--- src/hdl/mtmq_pkg.sv ---
`timescale 1ns / 1ps
// ----------------------------------------------------------------------------
// mtmq_pkg
// Shared types and codes for the message tag matching queues.
// ----------------------------------------------------------------------------
package mtmq_pkg;

  typedef enum logic [2:0] {
    REQ_SEND        = 3'd0,
    REQ_RECV        = 3'd1,
    REQ_PROBE       = 3'd2,
    REQ_MPROBE      = 3'd3,
    REQ_CANCEL_SEND = 3'd4,
    REQ_CANCEL_RECV = 3'd5
  } req_t;

  localparam logic [2:0] ST_QUEUED    = 3'd0;
  localparam logic [2:0] ST_MATCHED   = 3'd1;
  localparam logic [2:0] ST_TRUNC     = 3'd2;
  localparam logic [2:0] ST_NOTFOUND  = 3'd3;
  localparam logic [2:0] ST_CANCELLED = 3'd4;
  localparam logic [2:0] ST_FULL      = 3'd5;

  localparam logic [15:0] ANY_TAG = 16'hFFFF;

  // One queue entry.
  typedef struct packed {
    logic        valid;
    logic [15:0] ctx;
    logic [15:0] tag;
    logic [31:0] size;
    logic [7:0]  id;
  } entry_t;

  // Search key broadcast to every cell.
  typedef struct packed {
    logic        by_id;
    logic [15:0] ctx;
    logic [15:0] tag;
    logic [7:0]  id;
  } key_t;

  // Update command broadcast to every cell.
  typedef struct packed {
    logic   remove;
    logic   append;
    entry_t fresh;
  } upd_t;

  typedef enum logic [1:0] {
    FSM_IDLE,
    FSM_SEARCH,
    FSM_RESOLVE
  } fsm_t;

endpackage

--- src/hdl/mtmq_cell.sv ---
`timescale 1ns / 1ps
// ----------------------------------------------------------------------------
// mtmq_cell
// One queue slot: holds an entry, compares it with the key, and shifts.
// ----------------------------------------------------------------------------
module mtmq_cell (
  input  logic             clk,
  input  logic             rst_n,
  input  mtmq_pkg::key_t   key,
  input  mtmq_pkg::upd_t   upd,
  input  logic             hit_before,   // an older cell matched
  input  logic             free_before,  // an older cell is free
  input  mtmq_pkg::entry_t from_younger,
  output mtmq_pkg::entry_t entry,
  output logic             hit_reg,      // registered match flag
  output logic             hit_out,      // chained to the younger neighbor
  output logic             free_out
);

  mtmq_pkg::entry_t entry_r, entry_nxt;
  logic             hit_r, hit_nxt;
  logic             cmp;

  // Compare against the key.
  always_comb begin
    if (key.by_id) begin
      cmp = entry_r.valid && (entry_r.id == key.id);
    end else begin
      cmp = entry_r.valid && (entry_r.ctx == key.ctx) &&
            ((entry_r.tag == key.tag) || (entry_r.tag == mtmq_pkg::ANY_TAG) ||
             (key.tag == mtmq_pkg::ANY_TAG));
    end
  end

  assign hit_nxt  = cmp;
  assign hit_out  = hit_before | hit_r;
  assign free_out = free_before | ~entry_r.valid;

  // Removal shifts this and younger cells toward the head; append fills
  // the first free cell.
  always_comb begin
    entry_nxt = entry_r;
    if (upd.remove && (hit_before || hit_r)) begin
      entry_nxt = from_younger;
    end else if (upd.append && !entry_r.valid && !free_before) begin
      entry_nxt = upd.fresh;
    end
  end

  always_ff @(posedge clk) begin
    if (!rst_n) begin
      entry_r.valid <= 1'b0;
      hit_r         <= 1'b0;
    end else begin
      entry_r.valid <= entry_nxt.valid;
      hit_r         <= hit_nxt;
    end
    entry_r.ctx  <= entry_nxt.ctx;
    entry_r.tag  <= entry_nxt.tag;
    entry_r.size <= entry_nxt.size;
    entry_r.id   <= entry_nxt.id;
  end

  assign entry   = entry_r;
  assign hit_reg = hit_r;

endmodule

--- src/hdl/mtmq_queue.sv ---
`timescale 1ns / 1ps
// ----------------------------------------------------------------------------
// mtmq_queue
// An ordered chain of cells with a priority pick of the oldest hit.
// ----------------------------------------------------------------------------
module mtmq_queue #(
  parameter int DEPTH = 16
) (
  input  logic             clk,
  input  logic             rst_n,
  input  mtmq_pkg::key_t   key,
  input  mtmq_pkg::upd_t   upd,
  output logic             found,
  output logic             full,
  output mtmq_pkg::entry_t pick
);

  mtmq_pkg::entry_t ent [DEPTH];
  logic [DEPTH:0]   hit_ch;
  logic [DEPTH:0]   free_ch;
  logic [DEPTH-1:0] hit_q;

  assign hit_ch[0]  = 1'b0;
  assign free_ch[0] = 1'b0;

  for (genvar i = 0; i < DEPTH; i++) begin : g_cell
    mtmq_pkg::entry_t younger;
    if (i == DEPTH - 1) begin : g_last
      assign younger = '0;
    end else begin : g_mid
      assign younger = ent[i+1];
    end
    mtmq_cell u_cell (
      .clk         (clk),
      .rst_n       (rst_n),
      .key         (key),
      .upd         (upd),
      .hit_before  (hit_ch[i]),
      .free_before (free_ch[i]),
      .from_younger(younger),
      .entry       (ent[i]),
      .hit_reg     (hit_q[i]),
      .hit_out     (hit_ch[i+1]),
      .free_out    (free_ch[i+1])
    );
  end

  assign found = hit_ch[DEPTH];
  assign full  = ~free_ch[DEPTH];

  // Oldest hit is the one whose older neighbors did not hit.
  always_comb begin
    pick = '0;
    for (int i = 0; i < DEPTH; i++) begin
      if (hit_q[i] && !hit_ch[i]) begin
        pick = pick | ent[i];
      end
    end
  end

endmodule

--- config.mk ---
export PLATFORM = sky130hd
export DESIGN_NAME = mtmq_queue
export DESIGN_NICKNAME = d
export VERILOG_FILES = /design/src/hdl/mtmq_pkg.sv /design/src/hdl/mtmq_cell.sv /design/src/hdl/mtmq_queue.sv
export SDC_FILE = /design/constraint.sdc
export NUM_CORES = 2
export LEC_CHECK = 0
export BUFFER_PORTS_ARGS = -buffer_cell sky130_fd_sc_hd__buf_2
export CORE_UTILIZATION = 30
export DETAILED_ROUTE_END_ITERATION = 7
export GPL_ROUTABILITY_DRIVEN = 0
export SLEW_MARGIN = 0
export SYNTH_ARGS = -nofsm -noshare
export SYNTH_HDL_FRONTEND = slang
export SYNTH_HIERARCHICAL = 1
export SYNTH_SLANG_ARGS = --single-unit
--- constraint.sdc ---
create_clock -name clk -period 16.85 [get_ports clk]
set_clock_uncertainty 0.2 [all_clocks]
set_input_delay 0.8425 -clock clk [delete_from_list [all_inputs] [get_ports clk]]
set_output_delay 0.8425 -clock clk [all_outputs]
set_load 0.01 [all_outputs]
# Yosys cells after proc, flatten, opt, wreduce, memory -nomap -nowiden
# Cells that the tools add are included.
# totals
reg_bits	1184
inputBits	118
output_inout_bits	75
wordCells	504
# classes
eq_ne	65
muxes	62
n_bitwise	63
reduce_logical	218
# op_table
cell	count
$mux 73	46
$or 73x73->73	15
$eq 16x16->1	32
$eq 16x16->1 const B	17
$eq 8x8->1	16
$logic_and 1x1->1	110
$logic_or 1x1->1	47
$logic_not 1->1	45
$or 1x1->1	30
$reduce_bool 2->1	15
$not 1->1	18
$mux 1	16
$reduce_or 2->1	1

# Depth between registers and ports, before layout
# logic_depth
depth_word	31
depth_mapped	33
depth_no_buf	33

# Modules after synthesis
# Netlist, hierarchy kept.
# modules_own_cells
mod	instances	cells_each	area_each_um2	seq_area_each_um2
mtmq_cell	16	230	3860.0	2202.1
mtmq_queue	1	1756	11677.4	0.0

# Worst setup path before layout
# No wires, ideal clock.
# synth_path
path_type	register -> register
startpoint	reg g_cell[0].u_cell.hit_r
endpoint	reg g_cell[15].u_cell.entry_r, in the netlist g_cell[15].u_cell/entry[0] (enable)
setup_ps	1141
t_arrival_ps	7192
t_required_ps	15509
path_slack_ps	8317
stages_incl_launch_ff	21
n_path_buf	2
synth_period_minus_slack_ps	8533
cell_sequence	dfxtp_1 or2_4 or2_4 or2_4 or2_4 or2_4 or2_4 or2_4 or2_4 or2_4 or2_4 or2_4 or2_4 or2_4 or2_4 or2_4 or2_4 nand2_4 buf_12 buf_8 o21ai_0
# synth_via
elab_chain_cells	16
# synth_rtl
item	line	text
start: declaration	mtmq_cell.sv:21	logic hit_r, hit_nxt;
start signal: assignment	mtmq_cell.sv:56	hit_r <= hit_nxt;
$or 1x1->1	mtmq_cell.sv:36	assign hit_out = hit_before | hit_r;
net hit_ch[2]	mtmq_queue.sv:19	logic [DEPTH:0] hit_ch;
$or 1x1->1	mtmq_cell.sv:36	
net hit_ch[3]	mtmq_queue.sv:19	
$or 1x1->1	mtmq_cell.sv:36	
net hit_ch[4]	mtmq_queue.sv:19	
$or 1x1->1	mtmq_cell.sv:36	
net hit_ch[5]	mtmq_queue.sv:19	
[... 1 more ...]	-	
net hit_ch[6]	mtmq_queue.sv:19	
[... 1 more ...]	-	
net hit_ch[7]	mtmq_queue.sv:19	
[... 1 more ...]	-	
net hit_ch[8]	mtmq_queue.sv:19	
[... 1 more ...]	-	
net hit_ch[9]	mtmq_queue.sv:19	
[... 1 more ...]	-	
net hit_ch[10]	mtmq_queue.sv:19	
[... 1 more ...]	-	
net hit_ch[11]	mtmq_queue.sv:19	
[... 1 more ...]	-	
net hit_ch[12]	mtmq_queue.sv:19	
$or 1x1->1	mtmq_cell.sv:36	
net hit_ch[13]	mtmq_queue.sv:19	
$or 1x1->1	mtmq_cell.sv:36	
net hit_ch[14]	mtmq_queue.sv:19	
$or 1x1->1	mtmq_cell.sv:36	
net hit_ch[15]	mtmq_queue.sv:19	
$logic_or 1x1->1	mtmq_cell.sv:43	if (upd.remove && (hit_before || hit_r)) begin
$logic_and 1x1->1	mtmq_cell.sv:43	
end: declaration	mtmq_cell.sv:20	mtmq_pkg::entry_t entry_r, entry_nxt;
# The timed path passes the listed nets, and every way through them passes these cells.
# A chain may end at the register's enable or synchronous reset.

==> report_table.html <==
<table>
<tr><th>Metric</th><th>Value</th></tr>
<tr><th colspan="2">Critical path</th></tr>
<tr><td>Data arrival time of the critical path</td><td>11.08 ns</td></tr>
<tr><td>Required arrival time at the worst endpoint</td><td>15.81 ns</td></tr>
<tr><td>Worst path cell trace</td><td>or2_4 &gt; or2_4 &gt; or2_4 &gt; or2_4 &gt; or2_4 &gt; or2_4 &gt; or2_4 &gt; or2_4 &gt; or2_4 &gt; or2_4 &gt; or2_4 &gt; or2_4 &gt; or2_4 &gt; or2_4 &gt; or2_4 &gt; buf_4 &gt; nand3b_1 &gt; o2111ai_1 &gt; or4_1 &gt; buf_2</td></tr>
<tr><td>Cell repeated most along the worst path</td><td>sky130_fd_sc_hd__or2_4</td></tr>
<tr><td>Kind of start point of the critical path</td><td>flop</td></tr>
<tr><td>Largest fanout of any net on the critical path</td><td>51</td></tr>
<tr><td>Kind of end point of the critical path</td><td>output pin</td></tr>
<tr><td>Depth of the most critical reg-to-reg path</td><td>21</td></tr>
<tr><td>Capture point of the worst reg-to-reg path</td><td>g_cell[15].u_cell/entry[64]</td></tr>
<tr><td>Setup Crit Path Kind</td><td>reg2out</td></tr>
<tr><td>Maximum single-stage delay on the critical path</td><td>0.90 ns</td></tr>
<tr><td>CP max-delay cell</td><td>sky130_fd_sc_hd__dfxtp_4</td></tr>
<tr><td>Register-to-register path setup slack</td><td>5.24 ns</td></tr>
<tr><td>Critical R2R Launch</td><td>g_cell[0].u_cell/hit_reg</td></tr>
<tr><th colspan="2">Synthesis</th></tr>
<tr><td>Summed instance area of the synthesized netlist</td><td>73440 um^2</td></tr>
<tr><td>Total of flip-flops plus latches after synthesis</td><td>1184</td></tr>
<tr><td>Gate count after technology mapping</td><td>5436</td></tr>
<tr><td>Average instance area after synthesis</td><td>13.51 um^2</td></tr>
<tr><td>Yosys Warn Count</td><td>6</td></tr>
<tr><td>Sequential cell area fraction in the yosys report</td><td>47.98%</td></tr>
<tr><td>Post-synthesis cell type count</td><td>31</td></tr>
<tr><th colspan="2">Detailed routing</th></tr>
<tr><td>Wire length per cell</td><td>33.33 um</td></tr>
<tr><td>TritonRoute pass-1 iters</td><td>8</td></tr>
<tr><td># DRC</td><td>0</td></tr>
<tr><td>Detail-routed via count per cell</td><td>5.948</td></tr>
<tr><td>Number of DRC markers after the initial detailed-route iteration</td><td>7949</td></tr>
<tr><td>Detailed-route wire length</td><td>296800 um</td></tr>
<tr><td>Vias after detailed routing</td><td>52960</td></tr>
<tr><td>Count of nets left with antenna violations after detail routing</td><td>0</td></tr>
<tr><th colspan="2">Clock network</th></tr>
<tr><td>Clock tree from TritonCTS</td><td>yes</td></tr>
<tr><td>Resize count post-CTS</td><td>0</td></tr>
<tr><td>Post-CTS Setup Repair Bufs</td><td>0</td></tr>
<tr><td>Number of H-tree levels</td><td>4</td></tr>
<tr><td>Total number of clock tree sinks</td><td>1184</td></tr>
<tr><td>Library cell used as clock root buffer</td><td>sky130_fd_sc_hd__clkbuf_16</td></tr>
<tr><td>Clock edge transition at the registers on the reported setup and hold paths</td><td>0.06 ns</td></tr>
<tr><td>Number of buffers on the longest clock path</td><td>3</td></tr>
<tr><td>Insertion delay to the later sink of the worst-skew pair</td><td>0.82 ns</td></tr>
<tr><td>Number of buffers added by the clock tree synthesis step</td><td>134</td></tr>
<tr><td>Hold-fix buffer count after cts</td><td>0</td></tr>
<tr><th colspan="2">Global route</th></tr>
<tr><td>Combined global-route utilization of all metal layers</td><td>23.35%</td></tr>
<tr><td>Initial antenna violation count</td><td>52</td></tr>
<tr><td>Pin count of the biggest net entering global routing</td><td>76</td></tr>
<tr><td>Remaining global-route overflow</td><td>0</td></tr>
<tr><td>First-pass GRT wire length</td><td>409300 um</td></tr>
<tr><td>Vias in the first global route</td><td>51810</td></tr>
<tr><th colspan="2">STA</th></tr>
<tr><td>Setup repair after global routing missed its margin</td><td>false</td></tr>
<tr><td>Number of slew-limit violations in the final report</td><td>0</td></tr>
<tr><td>Period Utilization, post-route</td><td>71.92%</td></tr>
<tr><td>Worst slew margin</td><td>2.287%</td></tr>
<tr><td>Actual slew at the worst max-slew pin</td><td>1.460 ns</td></tr>
<tr><td>TNS Setup</td><td>0 ns</td></tr>
<tr><td>Final hold vios</td><td>0</td></tr>
<tr><td>Final setup fails</td><td>0</td></tr>
<tr><td>FMAX</td><td>82.51 MHz</td></tr>
<tr><td>Final worst path period need</td><td>12.12 ns</td></tr>
<tr><th colspan="2">Pwr</th></tr>
<tr><td>Total power divided by cell area</td><td>92.86 nW/um^2</td></tr>
<tr><td>Power consumption</td><td>7524 uW</td></tr>
<tr><td>Total leakage power</td><td>0.02865 uW</td></tr>
<tr><td>Highest ir drop seen on vdd</td><td>0.0001010 V</td></tr>
<tr><th colspan="2">Run status</th></tr>
<tr><td>Status</td><td>finished, final reports clean</td></tr>
<tr><th colspan="2">Final layout</th></tr>
<tr><td>Fraction of final layout cells with drive strength greater than 1</td><td>27.82%</td></tr>
<tr><td>Storage element area</td><td>35290 um^2</td></tr>
<tr><td>Combined area of the multi-input logic cells</td><td>35160 um^2</td></tr>
<tr><td>Area growth from synthesis to layout</td><td>10.33%</td></tr>
<tr><td>Final net count</td><td>5696</td></tr>
<tr><td>Largest register FFs</td><td>1168</td></tr>
<tr><td># fillers</td><td>23960</td></tr>
<tr><th colspan="2">Job</th></tr>
<tr><td>Max-cap violation count</td><td>0</td></tr>
<tr><th colspan="2">Worst hold path</th></tr>
<tr><td>Number of cells on the worst hold path</td><td>2</td></tr>
<tr><td>Worst min path class</td><td>in2reg</td></tr>
<tr><td>HP Start</td><td>upd[67]</td></tr>
<tr><td>End point of the most critical hold path</td><td>g_cell[13].u_cell/entry[67]</td></tr>
<tr><th colspan="2">Floorplan</th></tr>
<tr><td>Row Count</td><td>181</td></tr>
<tr><td>Number of top-level pins</td><td>193</td></tr>
<tr><td>Starting density of the core</td><td>30.19%</td></tr>
<tr><td>Chip height</td><td>496.8 um</td></tr>
<tr><td>Die X-Extent</td><td>496.8 um</td></tr>
<tr><td>Area inside the core boundary</td><td>243200 um^2</td></tr>
<tr><td>Total Die Area</td><td>246800 um^2</td></tr>
<tr><th colspan="2">Place</th></tr>
<tr><td>Final HPWL DP</td><td>182500 um</td></tr>
<tr><td>Port-buffer cells</td><td>192</td></tr>
</table>
==> layer usage <==
layer  routed length (um)  track usage [%]
met1               113900            29.85
met5                  203                0
met3                37680            7.458
met2               129000            35.39
met4                15990            11.51
==> critical path: cells and delay by family, from the launching register on <==
| family | cells | cell delay, ns |
|---|---|---|
| simple gates | 17 | 7.95 |
| buf+inv | 2 | 1.00 |
| compound gates | 1 | 0.12 |
| flops | 1 | 0.90 |
==> report_power, final <==
group	leakage [uW]	total, uW	internal [uW]	switching (uW)
clock	0.00209	2970	1660	1310
sequential	0.0111	3600	3440	166
combinational	0.0155	951	419	532
total	0.0286	7520	5510	2010
==> logic make-up after synthesis <==
kind of cell	count (synthesis)	synth area share, %
AND/OR/NAND/NOR	1723	16.12
flip-flops	1184	47.98
multiplexers	1152	20.94
XOR/XNOR	640	7.633
buffers and inverters	510	4.990
AO/OA/AOI/OAI	226	2.341
other	1	0.005106
==> cell usage after synthesis, drive strengths merged <==
library cell	n	area [um^2]
buf	256	2711
nand2	121	574.3
a31oi	16	100.1
a21oi	16	80.08
clkbuf	91	341.6
nor3	48	240.2
conb	1	3.750
o2111ai	146	1279
or2	16	140.1
mux2	1152	15370
nand4	402	2515
nand3	16	80.08
nand3b	949	7124
o22ai	16	100.1
xnor2	400	3503
nor4	96	600.6
or4	73	548.0
nand2b	2	12.51
dfxtp	32	640.6
xor2	240	2102
inv	163	611.8
edfxtp	1152	34590
o21ai	32	160.2
==> how the worst max path moves through the flow <==
stage | startpoint | end | slack (ns) | cells past startpoint
2_1_floorplan | g_cell[0].u_cell/hit_reg | g_cell[15].u_cell/entry[0] | 8.32 | 20
3_3_place_gp | g_cell[0].u_cell/hit_reg | g_cell[15].u_cell/entry[60] | 5.99 | 21
3_5_place_dp | g_cell[0].u_cell/hit_reg | g_cell[15].u_cell/entry[58] | 5.71 | 21
4_1_cts | g_cell[0].u_cell/hit_reg | pick[57] | 5.09 | 20
5_1_grt | g_cell[0].u_cell/hit_reg | pick[4] | 4.85 | 20
6_report | g_cell[0].u_cell/hit_reg | pick[72] | 4.73 | 20
==> metrics by stage <==
stage / hold slack [ns] / util, % / setup slack [ns] / std cells / cell area, um^2
after floorplan: 0.3078 / - / 8.317 / 5510 / 73710
after CTS: 0.3052 / 33.29 / 5.093 / 8882 / 80960
final: 0.3539 / 33.31 / 4.731 / 8905 / 81020
after global placement: 0.3583 / 31.52 / 5.994 / 8644 / 76670
after detailed placement: 0.3647 / 31.52 / 5.707 / 8644 / 76670
after global routing: 0.3508 / 33.30 / 4.846 / 8892 / 80990
==> final cells by class <==
cell class | instances | area share [%]
Sequential cell | 1184 | 43.55
Timing Repair Buffer | 279 | 1.992
Clock inverter | 72 | 0.9466
Antenna cell | 23 | 0.07103
Tap cell | 3202 | 4.945
Clock buffer | 166 | 4.350
Inverter | 163 | 0.7551
Multi-Input combinational cell | 3816 | 43.39
==> cell usage in the layout (no fill, tap or decap), types with 47 or more instances in the layout <==
cell,synthesis,routed
sky130_fd_sc_hd__buf_2,116,192
sky130_fd_sc_hd__buf_4,33,87
sky130_fd_sc_hd__clkbuf_16,0,135
sky130_fd_sc_hd__conb_1,1,75
sky130_fd_sc_hd__edfxtp_1,1152,1152
sky130_fd_sc_hd__inv_1,163,163
sky130_fd_sc_hd__mux2_1,112,112
sky130_fd_sc_hd__mux2_2,400,400
sky130_fd_sc_hd__mux2_4,640,640
sky130_fd_sc_hd__nand2_1,105,105
sky130_fd_sc_hd__nand3b_1,949,949
sky130_fd_sc_hd__nand4_1,402,402
sky130_fd_sc_hd__nor3_1,48,47
sky130_fd_sc_hd__nor4_1,96,96
sky130_fd_sc_hd__o2111ai_1,146,146
sky130_fd_sc_hd__or4_1,73,73
sky130_fd_sc_hd__xnor2_1,400,400
sky130_fd_sc_hd__xor2_1,240,240
(Power assumes the default switching activity.)
